$ cat config.mk
export PLATFORM = sky130hd
export DESIGN_NAME = max_priority_queue
export DESIGN_NICKNAME = d
export VERILOG_FILES = /design/src/sv/mpq_pkg.sv /design/src/sv/max_priority_queue.sv /design/src/sv/mpq_ctrl.sv /design/src/sv/mpq_dp.sv
export SDC_FILE = /design/constraint.sdc
export NUM_CORES = 1
export LEC_CHECK = 0
export BUFFER_PORTS_ARGS = -buffer_cell sky130_fd_sc_hd__buf_4
export CORE_MARGIN = 2
export CORE_UTILIZATION = 45
export CTS_CLUSTER_SIZE = 12
export DETAILED_ROUTE_END_ITERATION = 12
export GPL_TIMING_DRIVEN = 0
export SYNTH_ARGS = -nofsm -noshare
export SYNTH_HDL_FRONTEND = slang
export SYNTH_SLANG_ARGS = --single-unit
$ cat constraint.sdc
create_clock -name clk -period 12.7 [get_ports clk]
set_input_delay 0 -clock clk [delete_from_list [all_inputs] [get_ports clk]]
set_output_delay 0 -clock clk [all_outputs]
set_load 0.05 [all_outputs]
$ cat src/sv/mpq_pkg.sv
// Package with the item types, operation codes and controller types of the priority queue.
`timescale 1ns / 1ps

package mpq_pkg;

  localparam logic OP_INSERT  = 1'b0;
  localparam logic OP_EXTRACT = 1'b1;

  typedef struct packed {
    logic               op;
    logic signed [31:0] value;
  } in_item_t;

  typedef struct packed {
    logic               ok;
    logic signed [31:0] top_value;
    logic [3:0]         count;
  } out_item_t;

  typedef enum logic [3:0] {
    ST_IDLE,
    ST_DISPATCH,
    ST_INS_WR,
    ST_EXT_RD,
    ST_EXT_WR,
    ST_PASS_INIT,
    ST_PASS_RD,
    ST_PASS_CMP,
    ST_PASS_WR,
    ST_DONE
  } state_t;

  typedef struct packed {
    logic load;
    logic ins_write;
    logic ext_read;
    logic ext_write;
    logic pass_init;
    logic pass_read;
    logic swap_lo;
    logic swap_hi;
    logic idx_dec;
    logic result_load;
  } cmd_t;

  typedef struct packed {
    logic op;
    logic ok;
    logic pass_more;
    logic greater;
    logic out_busy;
  } status_t;

endpackage

$ cat src/sv/max_priority_queue.sv
// Top level of the max priority queue: controller and datapath.
//
// Channel  Direction  Handshake            Payload
// in       input      in_valid / in_ready  in_data   (op, value)
// out      output     out_valid/ out_ready out_data  (ok, top_value, count)
//
// An accepted insert writes the new entry, then runs the reorder pass; an accepted extract
// moves the last entry to the root, then runs the pass. The pass covers every index from the
// new last entry down to 1, swapping an entry with its parent where it is greater. A refused
// item goes straight to its result. The entry memory has one write port, so a swap takes two
// writes, child first. Reset empties the queue at once; no clearing pass is needed.
// A waiting result holds the block in its last state; the next item is taken only after the
// new result is loaded and the block is back in idle, in the cycle after that.
`timescale 1ns / 1ps

module max_priority_queue import mpq_pkg::*; #(
  parameter int CAPACITY = 8
) (
  input  logic      clk,
  input  logic      rst,
  input  logic      in_valid,
  output logic      in_ready,
  input  in_item_t  in_data,
  output logic      out_valid,
  input  logic      out_ready,
  output out_item_t out_data
);

  cmd_t    cmd;
  status_t status;

  mpq_ctrl u_ctrl (
    .clk      (clk),
    .rst      (rst),
    .in_valid (in_valid),
    .in_ready (in_ready),
    .status   (status),
    .cmd      (cmd)
  );

  mpq_dp #(
    .CAPACITY (CAPACITY)
  ) u_dp (
    .clk       (clk),
    .rst       (rst),
    .in_data   (in_data),
    .cmd       (cmd),
    .status    (status),
    .out_ready (out_ready),
    .out_valid (out_valid),
    .out_data  (out_data)
  );

endmodule

$ cat src/sv/mpq_ctrl.sv
// Controller state machine that sequences insert, extract and the reorder pass.
`timescale 1ns / 1ps

module mpq_ctrl import mpq_pkg::*; (
  input  logic    clk,
  input  logic    rst,
  input  logic    in_valid,
  output logic    in_ready,
  input  status_t status,
  output cmd_t    cmd
);

  state_t state, state_next;

  always_ff @(posedge clk) begin
    if (rst) begin
      state <= ST_IDLE;
    end else begin
      state <= state_next;
    end
  end

  always_comb begin
    state_next = state;
    case (state)
      ST_IDLE: begin
        if (in_valid) begin
          state_next = ST_DISPATCH;
        end
      end
      ST_DISPATCH: begin
        if (!status.ok) begin
          state_next = ST_DONE;
        end else if (status.op == OP_INSERT) begin
          state_next = ST_INS_WR;
        end else begin
          state_next = ST_EXT_RD;
        end
      end
      ST_INS_WR:    state_next = ST_PASS_INIT;
      ST_EXT_RD:    state_next = ST_EXT_WR;
      ST_EXT_WR:    state_next = ST_PASS_INIT;
      ST_PASS_INIT: state_next = ST_PASS_RD;
      ST_PASS_RD: begin
        state_next = status.pass_more ? ST_PASS_CMP : ST_DONE;
      end
      ST_PASS_CMP: begin
        state_next = status.greater ? ST_PASS_WR : ST_PASS_RD;
      end
      ST_PASS_WR:   state_next = ST_PASS_RD;
      ST_DONE: begin
        if (!status.out_busy) begin
          state_next = ST_IDLE;
        end
      end
      default:      state_next = ST_IDLE;
    endcase
  end

  always_comb begin
    cmd      = '0;
    in_ready = 1'b0;
    case (state)
      ST_IDLE: begin
        in_ready = 1'b1;
        cmd.load = in_valid;
      end
      ST_INS_WR:    cmd.ins_write = 1'b1;
      ST_EXT_RD:    cmd.ext_read  = 1'b1;
      ST_EXT_WR:    cmd.ext_write = 1'b1;
      ST_PASS_INIT: cmd.pass_init = 1'b1;
      ST_PASS_RD:   cmd.pass_read = status.pass_more;
      ST_PASS_CMP: begin
        cmd.swap_lo = status.greater;
        cmd.idx_dec = !status.greater;
      end
      ST_PASS_WR: begin
        cmd.swap_hi = 1'b1;
        cmd.idx_dec = 1'b1;
      end
      ST_DONE:      cmd.result_load = !status.out_busy;
      default:      cmd = '0;
    endcase
  end

endmodule

$ cat src/sv/mpq_dp.sv
// Datapath of the priority queue: entry memory, fill count, pass index and result register.
`timescale 1ns / 1ps

module mpq_dp import mpq_pkg::*; #(
  parameter int CAPACITY = 8
) (
  input  logic      clk,
  input  logic      rst,
  input  in_item_t  in_data,
  input  cmd_t      cmd,
  output status_t   status,
  input  logic      out_ready,
  output logic      out_valid,
  output out_item_t out_data
);

  localparam int IW = $clog2(CAPACITY);
  localparam int CW = $clog2(CAPACITY + 1);

  logic signed [31:0] mem [CAPACITY];
  logic signed [31:0] rd_a, rd_b;

  logic [CW-1:0]   fill;
  logic [CW-1:0]   fill_dec;
  logic [CW+3:0]   fill_wide;
  logic [IW-1:0]   idx, parent, last_idx;
  logic [IW-1:0]   rd_addr_a, rd_addr_b, wr_addr;
  logic signed [31:0] wr_data;
  logic            wr_en, rd_en;
  logic            full, empty;

  logic               op_reg, ok_reg;
  logic signed [31:0] value_reg, top_reg;

  assign fill_dec  = fill - CW'(1);
  assign fill_wide = (CW + 4)'(fill);
  assign last_idx  = fill_dec[IW-1:0];
  assign parent    = (idx - IW'(1)) >> 1;
  assign full      = (fill == CW'(CAPACITY));
  assign empty     = (fill == '0);

  always_comb begin
    rd_addr_a = cmd.ext_read ? '0 : idx;
    rd_addr_b = cmd.ext_read ? last_idx : parent;
    rd_en     = cmd.ext_read | cmd.pass_read;
    wr_en     = cmd.ins_write | cmd.ext_write | cmd.swap_lo | cmd.swap_hi;
    wr_addr   = idx;
    wr_data   = rd_b;
    if (cmd.ins_write) begin
      wr_addr = fill[IW-1:0];
      wr_data = value_reg;
    end else if (cmd.ext_write) begin
      wr_addr = '0;
    end else if (cmd.swap_hi) begin
      wr_addr = parent;
      wr_data = rd_a;
    end
  end

  always_ff @(posedge clk) begin
    if (wr_en) begin
      mem[wr_addr] <= wr_data;
    end
    if (rd_en) begin
      rd_a <= mem[rd_addr_a];
      rd_b <= mem[rd_addr_b];
    end
  end

  always_ff @(posedge clk) begin
    if (rst) begin
      fill <= '0;
    end else if (cmd.ins_write) begin
      fill <= fill + CW'(1);
    end else if (cmd.ext_write) begin
      fill <= fill_dec;
    end
  end

  always_ff @(posedge clk) begin
    if (cmd.pass_init) begin
      idx <= empty ? '0 : last_idx;
    end else if (cmd.idx_dec) begin
      idx <= idx - IW'(1);
    end
  end

  always_ff @(posedge clk) begin
    if (cmd.load) begin
      op_reg    <= in_data.op;
      value_reg <= in_data.value;
      ok_reg    <= (in_data.op == OP_EXTRACT) ? !empty : !full;
      top_reg   <= '0;
    end else if (cmd.ext_write) begin
      top_reg <= rd_a;
    end
  end

  always_ff @(posedge clk) begin
    if (rst) begin
      out_valid <= 1'b0;
    end else if (cmd.result_load) begin
      out_valid <= 1'b1;
    end else if (out_ready) begin
      out_valid <= 1'b0;
    end
  end

  always_ff @(posedge clk) begin
    if (cmd.result_load) begin
      out_data.ok        <= ok_reg;
      out_data.top_value <= top_reg;
      out_data.count     <= fill_wide[3:0];
    end
  end

  always_comb begin
    status.op        = op_reg;
    status.ok        = ok_reg;
    status.pass_more = (idx != '0);
    status.greater   = (rd_a > rd_b);
    status.out_busy  = out_valid & ~out_ready;
  end

`ifndef SYNTHESIS
  a_fill_bound: assert property (@(posedge clk) disable iff (rst)
    fill <= CW'(CAPACITY))
    else $error("fill count exceeds capacity");

  a_swap_order: assert property (@(posedge clk) disable iff (rst)
    cmd.swap_hi |-> $past(cmd.swap_lo))
    else $error("parent write without preceding child write");

  a_ext_order: assert property (@(posedge clk) disable iff (rst)
    cmd.ext_write |-> $past(cmd.ext_read))
    else $error("root refill without preceding read");

  a_refused_zero: assert property (@(posedge clk) disable iff (rst)
    (out_valid && !out_data.ok) |-> (out_data.top_value == 0))
    else $error("refused item carries a nonzero top value");
`endif

endmodule
* Yosys cells after proc, flatten, opt, wreduce, memory -nomap -nowiden
Memories as Yosys holds them, arrays and structs flattened. A register that Yosys moved wholly into a read port is not among the register bits. Index checks and enable logic that the tools add are counted.
Word-level totals: output and inout port bits 39, memories kept 1, register bits 115, input port bits 37, RAM bits 256
Memory list:
- u_dp.mem | words 8, width 32, rd ports 2, clocked after Yosys merged registers in 2, write ports 1, RTL line mpq_dp.sv:20 | logic signed [31:0] mem [CAPACITY];
Operators by class: bitwise gates (word level) 6, magnitude comparators 1, reduce and logical (&&, ||, !) cells 13, multiplexer cells 36, eq/ne operators 12, $add $sub $neg 3
Operator list (count):
- $mux 32 | 3
- $gt 32x32->1 | 1
- $pmux 4 s8 | 1
- $mux 4 | 7
- $mux 3 | 8
- $eq 4x3->1 const B | 4
- $mux 1 | 16
- $eq 4x4->1 const B | 3
- $eq 4x2->1 const B | 2
- $logic_not 4->1 | 2
- $reduce_bool 2->1 | 3
- $add 4x1->4 const B | 1
- $eq 4x1->1 const B | 1
- $logic_not 1->1 | 4
- $ne 2x2->1 const B | 2
- $or 1x1->1 | 4
- $reduce_or 2->1 | 2
- $sub 4x1->4 const B | 1
- $reduce_bool 3->1 | 1
- $sub 3x1->3 const B | 1
- $pmux 1 s2 | 1
- $reduce_and 2->1 | 1
- $and 1x1->1 | 1
- $not 1->1 | 1

* Longest topological paths before layout
Gate-level depths: netlist of run 1.
depth in word-level cells 7, depth in mapped cells 11, depth with buffers taken out 9

* Modules after synthesis
A second synthesis of run 1 with hierarchy kept.
Second synthesis, totals: cell total of the unflattened synthesis 1094, area, all modules 19451.2 µm²
Modules (own cells, without submodules):
- mpq_dp | area each 19035.8 µm², times used 1, cells an instance 1039
- mpq_ctrl | area each 415.4 µm², times used 1, cells an instance 55

* Worst setup path after synthesis of run 1
No wires, ideal clock.
path type reg2reg, from reg u_dp.idx[0], to reg u_ctrl.state[2], stages on the path, launching flop included 9, buffers on the path 1, clock period less this slack 6.541 ns, setup time 0.097 ns, arrival time 6.443 ns, path slack 6.159 ns, cells stage by stage edfxtp_1 buf_2 inv_1 ha_1 a21oi_1 a21oi_1 nor3b_1 nor2_1 a221oi_2
On the way: cells in the longest elaborated chain, start to end 3
RTL lines:
- start, declared | RTL line mpq_dp.sv:26 | logic [IW-1:0] idx, parent, last_idx;
- start signal, assigned | RTL line mpq_dp.sv:82 | idx <= empty ? '0 : last_idx;
- start signal, assigned | RTL line mpq_dp.sv:84 | idx <= idx - IW'(1);
- $reduce_bool 3->1 | RTL line mpq_dp.sv:120 | status.pass_more = (idx != '0);
- $mux 4 | RTL line mpq_ctrl.sv:45 | state_next = status.pass_more ? ST_PASS_CMP : ST_DONE;
- $pmux 4 s8 | RTL line mpq_ctrl.sv:25 | case (state)
- end signal, assigned | RTL line mpq_ctrl.sv:19 | state <= state_next;
- end, declared | RTL line mpq_ctrl.sv:13 | state_t state, state_next;
Every way passes these cells. A chain may end at the register's enable or synchronous reset.

* Final worst setup path of run 1
from reg u_dp.rd_a[19], read port of u_dp.mem, to mem u_dp.mem[6][24], enable pin
On the way: cells in the longest elaborated chain, start to end 6
RTL lines:
- start, declared | RTL line mpq_dp.sv:21 | logic signed [31:0] rd_a, rd_b;
- $gt 32x32->1 | RTL line mpq_dp.sv:121 | status.greater = (rd_a > rd_b);
- $mux 1 | RTL line mpq_ctrl.sv:63 | case (state)
- $or 1x1->1 (2 in series) | RTL line mpq_dp.sv:46 | wr_en = cmd.ins_write | cmd.ext_write | cmd.swap_lo | cmd.swap_hi;
- $mux 1 | RTL line mpq_dp.sv:61 | if (wr_en) begin
- $mux 1 (not written as such) | RTL line mpq_dp.sv:62 | mem[wr_addr] <= wr_data;
- end, declared | RTL line mpq_dp.sv:20
Every way passes these cells.

==> results of run 1 <==
[critical path, stage by stage (launching register included)]
cell	delay, ns
edfxtp_1	0.52
ha_1	0.37
a21oi_1	0.15
o21ai_0	0.18
a221oi_1	0.53
o31ai_1	0.24
nor2_1	0.24
mux2i_1	0.83
a21oi_4	0.31
buf_16	0.25
buf_16	0.17
[per-stage QoR]
| step | worst slack, ns | hold WS, ns | instances | total power (W) |
|---|---|---|---|---|
| after floorplan | 6.159 | 0.09887 | 1991 | 0.002906 |
| after global routing | 8.511 | 0.1147 | 2798 | 0.005040 |
| after detailed placement | 8.781 | 0.1795 | 2676 | 0.003488 |
| after global placement | 2.934 | 0.1784 | 2657 | 0.003423 |
| after CTS | 8.726 | 0.1082 | 2798 | 0.004811 |
| final | 8.637 | 0.1230 | 2798 | 0.004844 |
[path summary, 6_finish.rpt]
path                     from                  to  slack [ns]  depth (start not counted)
min               in_data[14]  u_dp.value_reg[14]        0.12                          2
min reg2reg  u_dp.top_reg[30]   u_dp.out_data[34]        0.43                          0
max             u_dp.rd_a[19]     u_dp.mem[6][24]        8.64                         10
max reg2reg     u_dp.rd_a[19]     u_dp.mem[6][24]        8.64                         10
[kinds of logic after synthesis]
| family | synth area share [%] |
|---|---|
| buf+inv | 3.789 |
| flops | 62.91 |
| xor+xnor | 0.2613 |
| compound gates | 9.942 |
| mux | 0.4853 |
| simple gates | 20.31 |
| fa+ha+maj | 2.302 |
[metal layers]
layer  wire length [um]  global-route usage, %
met5                  0                      0
met4               3236                  14.37
met3               7359                  6.286
met2              28270                  41.96
met1              25780                  36.85
[cells in the mapped netlist, types with 3 or more instances]
master	count	area, um2
nand3_1	260	1301
ha_1	37	462.9
dfxtp_1	41	820.8
clkbuf_1	71	266.5
a21oi_1	149	745.7
buf_6	5	56.30
buf_2	43	215.2
inv_1	39	146.4
buf_1	10	37.54
nor2b_1	5	31.28
nor3b_1	4	30.03
mux2i_1	4	40.04
o21ai_1	54	270.3
nand2_1	526	1974
nand2b_1	9	56.30
edfxtp_1	394	11830
nand4_1	8	50.05
buf_4	4	30.03
a21o_1	3	22.52
nor2_1	116	435.4
xnor2_1	4	35.03
o21ai_0	150	750.7
nor3_1	4	20.02
and4_1	4	35.03
[where the power goes]
| part | total (W) | internal (W) | switching, W |
|---|---|---|---|
| clock network | 0.00132 | 0.000769 | 0.000555 |
| logic | 0.00152 | 0.000420 | 0.00110 |
| registers | 0.00200 | 0.00191 | 0.0000925 |
[final cells by class]
class,count,share of cell area [%]
sequential,435,53.35
multi-input combinational,1382,28.60
clock buffer,67,5.798
timing repair buffer,131,5.476
tap,592,3.123
buffer,135,2.601
inverter,39,0.6172
clock inverter,17,0.4379
[repair_timing]
item                                    CTS  global route
hold buffers                             38             0
endpoints found under the setup margin    0             0
endpoints found under the hold margin    46             0
==> results.py, run 1 <==
metrics = {
    "critical_path": {
        "startpoint_type": "flip-flop",
        "cp_max_fo": 13,
        "criticalPathCategory": "flip-flop to flip-flop",
        "required_ns": 13.04,
        "end_kind": "flip-flop",
        "arrival_ns": 4.40,
    },
    "synthesis": {
        "avgSynthCellArea_um2": 10.10,
        "syn_nets": 2065,
        "ys_seq_area_share_pct": 62.91,
        "syn-cell-area_mm2": 0.02011,
        "netlist-cell-type-count": 60,
        "synthCells": 1991,
        "synth_top_flop_cell": "edfxtp_1",
        "ys_warn_count": 0,
        "synth-edff-count": 394,
        "synthArstFlopShare_pct": 0,
        "ys_ff_latch": 435,
    },
    "floorplanning": {
        "ios": 76,
        "core_area_mm2": 0.04412,
        "die_x_um": 215.4,
        "start_util_pct": 45.58,
        "fp.dieArea_mm2": 0.04640,
        "die_h_um": 215.4,
        "fp-row-count": 77,
    },
    "global_routing": {
        "antenna_found_initial": 0,
        "grt_pass1_vias": 15870,
        "grt_usage_pct": 27.50,
        "grt_pass1_wl_um": 95050,
        "grt-ovfl-total": 0,
        "grt_max_degree": 32,
    },
    "route": {
        "drc_errors": 0,
        "wl_per_cell_um": 23.11,
        "ant_nets": 0,
        "routed_via_density": 5.856,
        "drt_wl_total_um": 64650,
        "num_vias": 16380,
        "drt-pass1-iter-count": 8,
        "drt-initial-drc-count": 2272,
    },
    "placed_design": {
        "place_congestion": 0.8936,
        "placed_cell_area_mm2": 0.02186,
        "port_buffers": 74,
        "place.detailed.hpwl_um": 44150,
    },
    "sta": {
        "hold_viol_final": 0,
        "setup_viol": 0,
        "rsz0062_at_grt": "false",
        "skew_ns": 0.01488,
        "setup-tns-final_ns": 0,
        "finalCriticalPeriod_ns": 4.063,
        "drv_slew": 0,
        "fmax_mhz": 246.2,
        "tightest_slew_ns": 1.294,
        "period_share_pct": 31.99,
        "slew_headroom_pct": 12.85,
    },
    "cells_and_area": {
        "final_common_cell": "nand2_1",
        "fin_area_mm2": 0.02372,
        "fill_cells": 3802,
        "syn_to_final_growth_pct": 17.92,
        "nets": 2245,
        "n_antenna_cell": 0,
        "largestRegisters": "u_dp.mem: 256 flops, u_dp.out_data: 37 flops",
        "drive_above_1_share_pct": 10.83,
        "area.sequential_mm2": 0.01265,
        "multiInputGateArea_mm2": 0.006783,
        "largest_register_ffs": 256,
        "fin_util_pct": 53.75,
        "mostFrequentLayoutCells": "526 x nand2_1, 394 x edfxtp_1, 260 x nand3_1",
        "largest-register": "u_dp.mem",
    },
    "pwr": {
        "p_leak_nw": 8.702,
        "vdd_drop_max_uv": 109.7,
        "powerDensity_mw_per_mm2": 204.2,
    },
    "clocking": {
        "cts_root_buf": "clkbuf_16",
        "ctsResizeCount": 0,
        "cts_buffers": 47,
        "cts_buffer_depth": 3,
        "tritoncts": "yes",
        "cts.sinks": 435,
        "postCtsSetupBuffers": 0,
        "clk_latency_ns": 0.59,
        "path_clk_slew_ns": 0.06,
        "htreeDepth": 2,
    },
    "status": {
        "status": "completed",
    },
    "worst_hold_path": {
        "hold_class": "input pin to flip-flop",
    },
    "flow_run": {
        "cap_violations": 0,
    },
}
(Power assumes the default switching activity.)
==> run 2, diff against run 1 <==
==> constraint.sdc (replaced) <==
create_clock -name clk -period 4.1 [get_ports clk]
set_input_delay 0 -clock clk [delete_from_list [all_inputs] [get_ports clk]]
set_output_delay 0 -clock clk [all_outputs]
set_load 0.05 [all_outputs]
==> run 2 against run 1 <==
Against the previous run: global-route usage rose by 0.11 points; sequential share of layout area rose by 0.19 points; non-clock buffer count fell by 5; register-to-register slack got worse by 8.5 ns; critical path type unchanged; highest routed layer unchanged; cell count fell by 0.18%; total power rose to 3.1 times the previous value.
==> results.py, run 2 (synthesized netlist as in run 1, its figures left out) <==
metrics = {
    "sta": {
        "rsz0062_at_grt": "false",
        "setup-tns-final_ns": 0,
        "drv_slew": 0,
        "slew_headroom_pct": 9.881,
        "finalCriticalPeriod_ns": 3.921,
        "period_share_pct": 95.65,
        "fmax_mhz": 255.0,
        "setup_viol": 0,
        "tightest_slew_ns": 1.338,
        "hold_viol_final": 0,
        "skew_ns": 0.02345,
    },
    "route": {
        "drt-pass1-iter-count": 6,
        "drt-initial-drc-count": 2291,
        "drt_wl_total_um": 64840,
        "routed_via_density": 5.864,
        "ant_nets": 0,
        "wl_per_cell_um": 23.22,
        "num_vias": 16380,
        "drc_errors": 0,
    },
    "worst_hold_path": {
        "holdPathStages": 2,
        "hold_class": "input pin to flip-flop",
        "min_to": "u_dp.value_reg[13]",
        "worstHoldStart": "in_data[13]",
    },
    "critical_path": {
        "required_ns": 4.38,
        "end_kind": "flip-flop",
        "reg2reg_slack_ns": 0.18,
        "r2r_cells": 9,
        "cp_max_fo": 17,
        "crit_path_start": "u_dp.rd_a[14]",
        "arrival_ns": 4.20,
        "rr_startpoint": "u_dp.rd_a[14]",
        "cpPeakStageDelay_ns": 0.74,
        "startpoint_type": "flip-flop",
        "crit_slowest_cell": "a21oi_4",
        "criticalPathCategory": "flip-flop to flip-flop",
        "reg2reg_to": "u_dp.mem[6][20]",
        "crit_chain": "ha_1 > nand4_1 > or3_4 > a21o_1 > a41oi_2 > nor2_1 > mux2i_2 > a21oi_4 > buf_16",
    },
    "clocking": {
        "cts_buffer_depth": 3,
        "postCtsSetupBuffers": 0,
        "clk_latency_ns": 0.60,
        "tritoncts": "yes",
        "cts_buffers": 47,
        "htreeDepth": 2,
        "cts.sinks": 435,
        "cts_root_buf": "clkbuf_16",
        "path_clk_slew_ns": 0.06,
    },
    "cells_and_area": {
        "largest_register_ffs": 256,
        "syn_to_final_growth_pct": 17.51,
        "final_common_cell": "nand2_1",
        "mostFrequentLayoutCells": "526 x nand2_1, 394 x edfxtp_1, 260 x nand3_1",
        "fin_util_pct": 53.56,
        "nets": 2240,
        "largestRegisters": "u_dp.mem: 256 flops, u_dp.out_data: 37 flops",
        "drive_above_1_share_pct": 10.40,
        "fill_cells": 3867,
        "n_antenna_cell": 0,
        "largest-register": "u_dp.mem",
    },
    "pwr": {
        "combPwrFrac_pct": 31.7,
        "p_sw_share_pct": 36.19,
        "power_frac_clock_pct": 26.8,
        "p_switching_w": 0.005406,
        "powerDensity_mw_per_mm2": 632.0,
        "vdd_drop_max_uv": 305.0,
        "p_leak_nw": 8.638,
        "p_int_w": 0.009531,
        "p_seq_share_pct": 41.5,
    },
    "floorplanning": {
        "fp-row-count": 77,
        "ios": 76,
        "die_x_um": 215.4,
        "start_util_pct": 45.58,
        "core_area_mm2": 0.04412,
        "die_h_um": 215.4,
        "fp.dieArea_mm2": 0.04640,
    },
    "global_routing": {
        "antenna_found_initial": 0,
        "grt-ovfl-total": 0,
        "grt_max_degree": 32,
        "grt_usage_pct": 27.62,
        "grt_pass1_wl_um": 95090,
        "grt_pass1_vias": 15690,
    },
    "placed_design": {
        "place_congestion": 0.8854,
        "port_buffers": 74,
        "place.detailed.hpwl_um": 43870,
    },
    "flow_run": {
        "cap_violations": 0,
    },
    "status": {
        "status": "completed",
    },
}
-- run 2: changes by cell type in the layout (fill, tap and decap cells not counted), sizes merged --
cell         before  now
buf             155  151
bufinv            1    2
clkbuf          140  139
clkinvlp          1    0
dlygate4sd3      38   37
inv              39   40
-- run 2: layout make-up --
class / instances / area (um2) / area share [%]
clock buffers: 66 / 1297 / 5.490
multi-input cells: 1382 / 6799 / 28.77
clock inverters: 18 / 128.9 / 0.5453
plain buffers: 135 / 616.8 / 2.610
inverters: 39 / 146.4 / 0.6194
well taps: 592 / 740.7 / 3.134
flip-flops and latches: 435 / 12650 / 53.54
repair buffers: 126 / 1251 / 5.294
-- run 2: critical path, delay by kind of cell, from the launching register on --
kind            cells  cell delay (ns)
compound gates      3             1.15
simple gates        3             0.95
flops               1             0.52
fa+ha+maj           1             0.38
mux                 1             0.31
buf+inv             1             0.26
-- run 2: routing by layer --
metal	up-vias	wire, um	GRT usage [%]
li1	7390	-	-
met1	7698	25860	38.05
met2	1114	29000	42.39
met3	176	7905	6.765
met4	0	2075	10.57
met5	-	0	0
-- run 2: worst max path at each step --
stage,endpoint,slack (ns),cells past startpoint
after floorplan,u_dp.out_data[0],0.002,4
after detailed placement,u_dp.mem[6][19],0.16,9
after global placement,u_dp.mem[5][18],-2.28,8
final,u_dp.mem[6][20],0.18,9
after global routing,u_dp.mem[7][20],0.05,9
after CTS,u_dp.mem[7][20],0.13,9
-- run 2: what timing repair did --
item / 4_1_cts / 5_1_grt
endpoints found under the hold margin: 46 / 0
gates resized for setup: 0 / 1
hold buffers: 37 / 0
setup endpoints to repair: 0 / 31
-- run 2: power by group through the flow --
stage	combinational [W]	clock [W]	sequential [W]
after floorplan	0.00278	0	0.00622
final	0.00473	0.00401	0.00620
after global placement	0.00431	0	0.00630
after detailed placement	0.00457	0	0.00627
after CTS	0.00461	0.00404	0.00619
after global routing	0.00510	0.00424	0.00624
-- run 2: stage by stage --
step	power (W)	hold WS, ns	worst slack [ns]	cell area (um2)	cells
floorplan	0.009007	0.09887	0.002267	20130	1991
global placement	0.01061	0.1784	-2.285	21430	2657
detailed placement	0.01084	0.1795	0.1592	21830	2672
CTS	0.01485	0.1072	0.1335	23630	2793
global route	0.01558	0.1152	0.04958	23630	2793
finish	0.01494	0.1240	0.1785	23630	2793
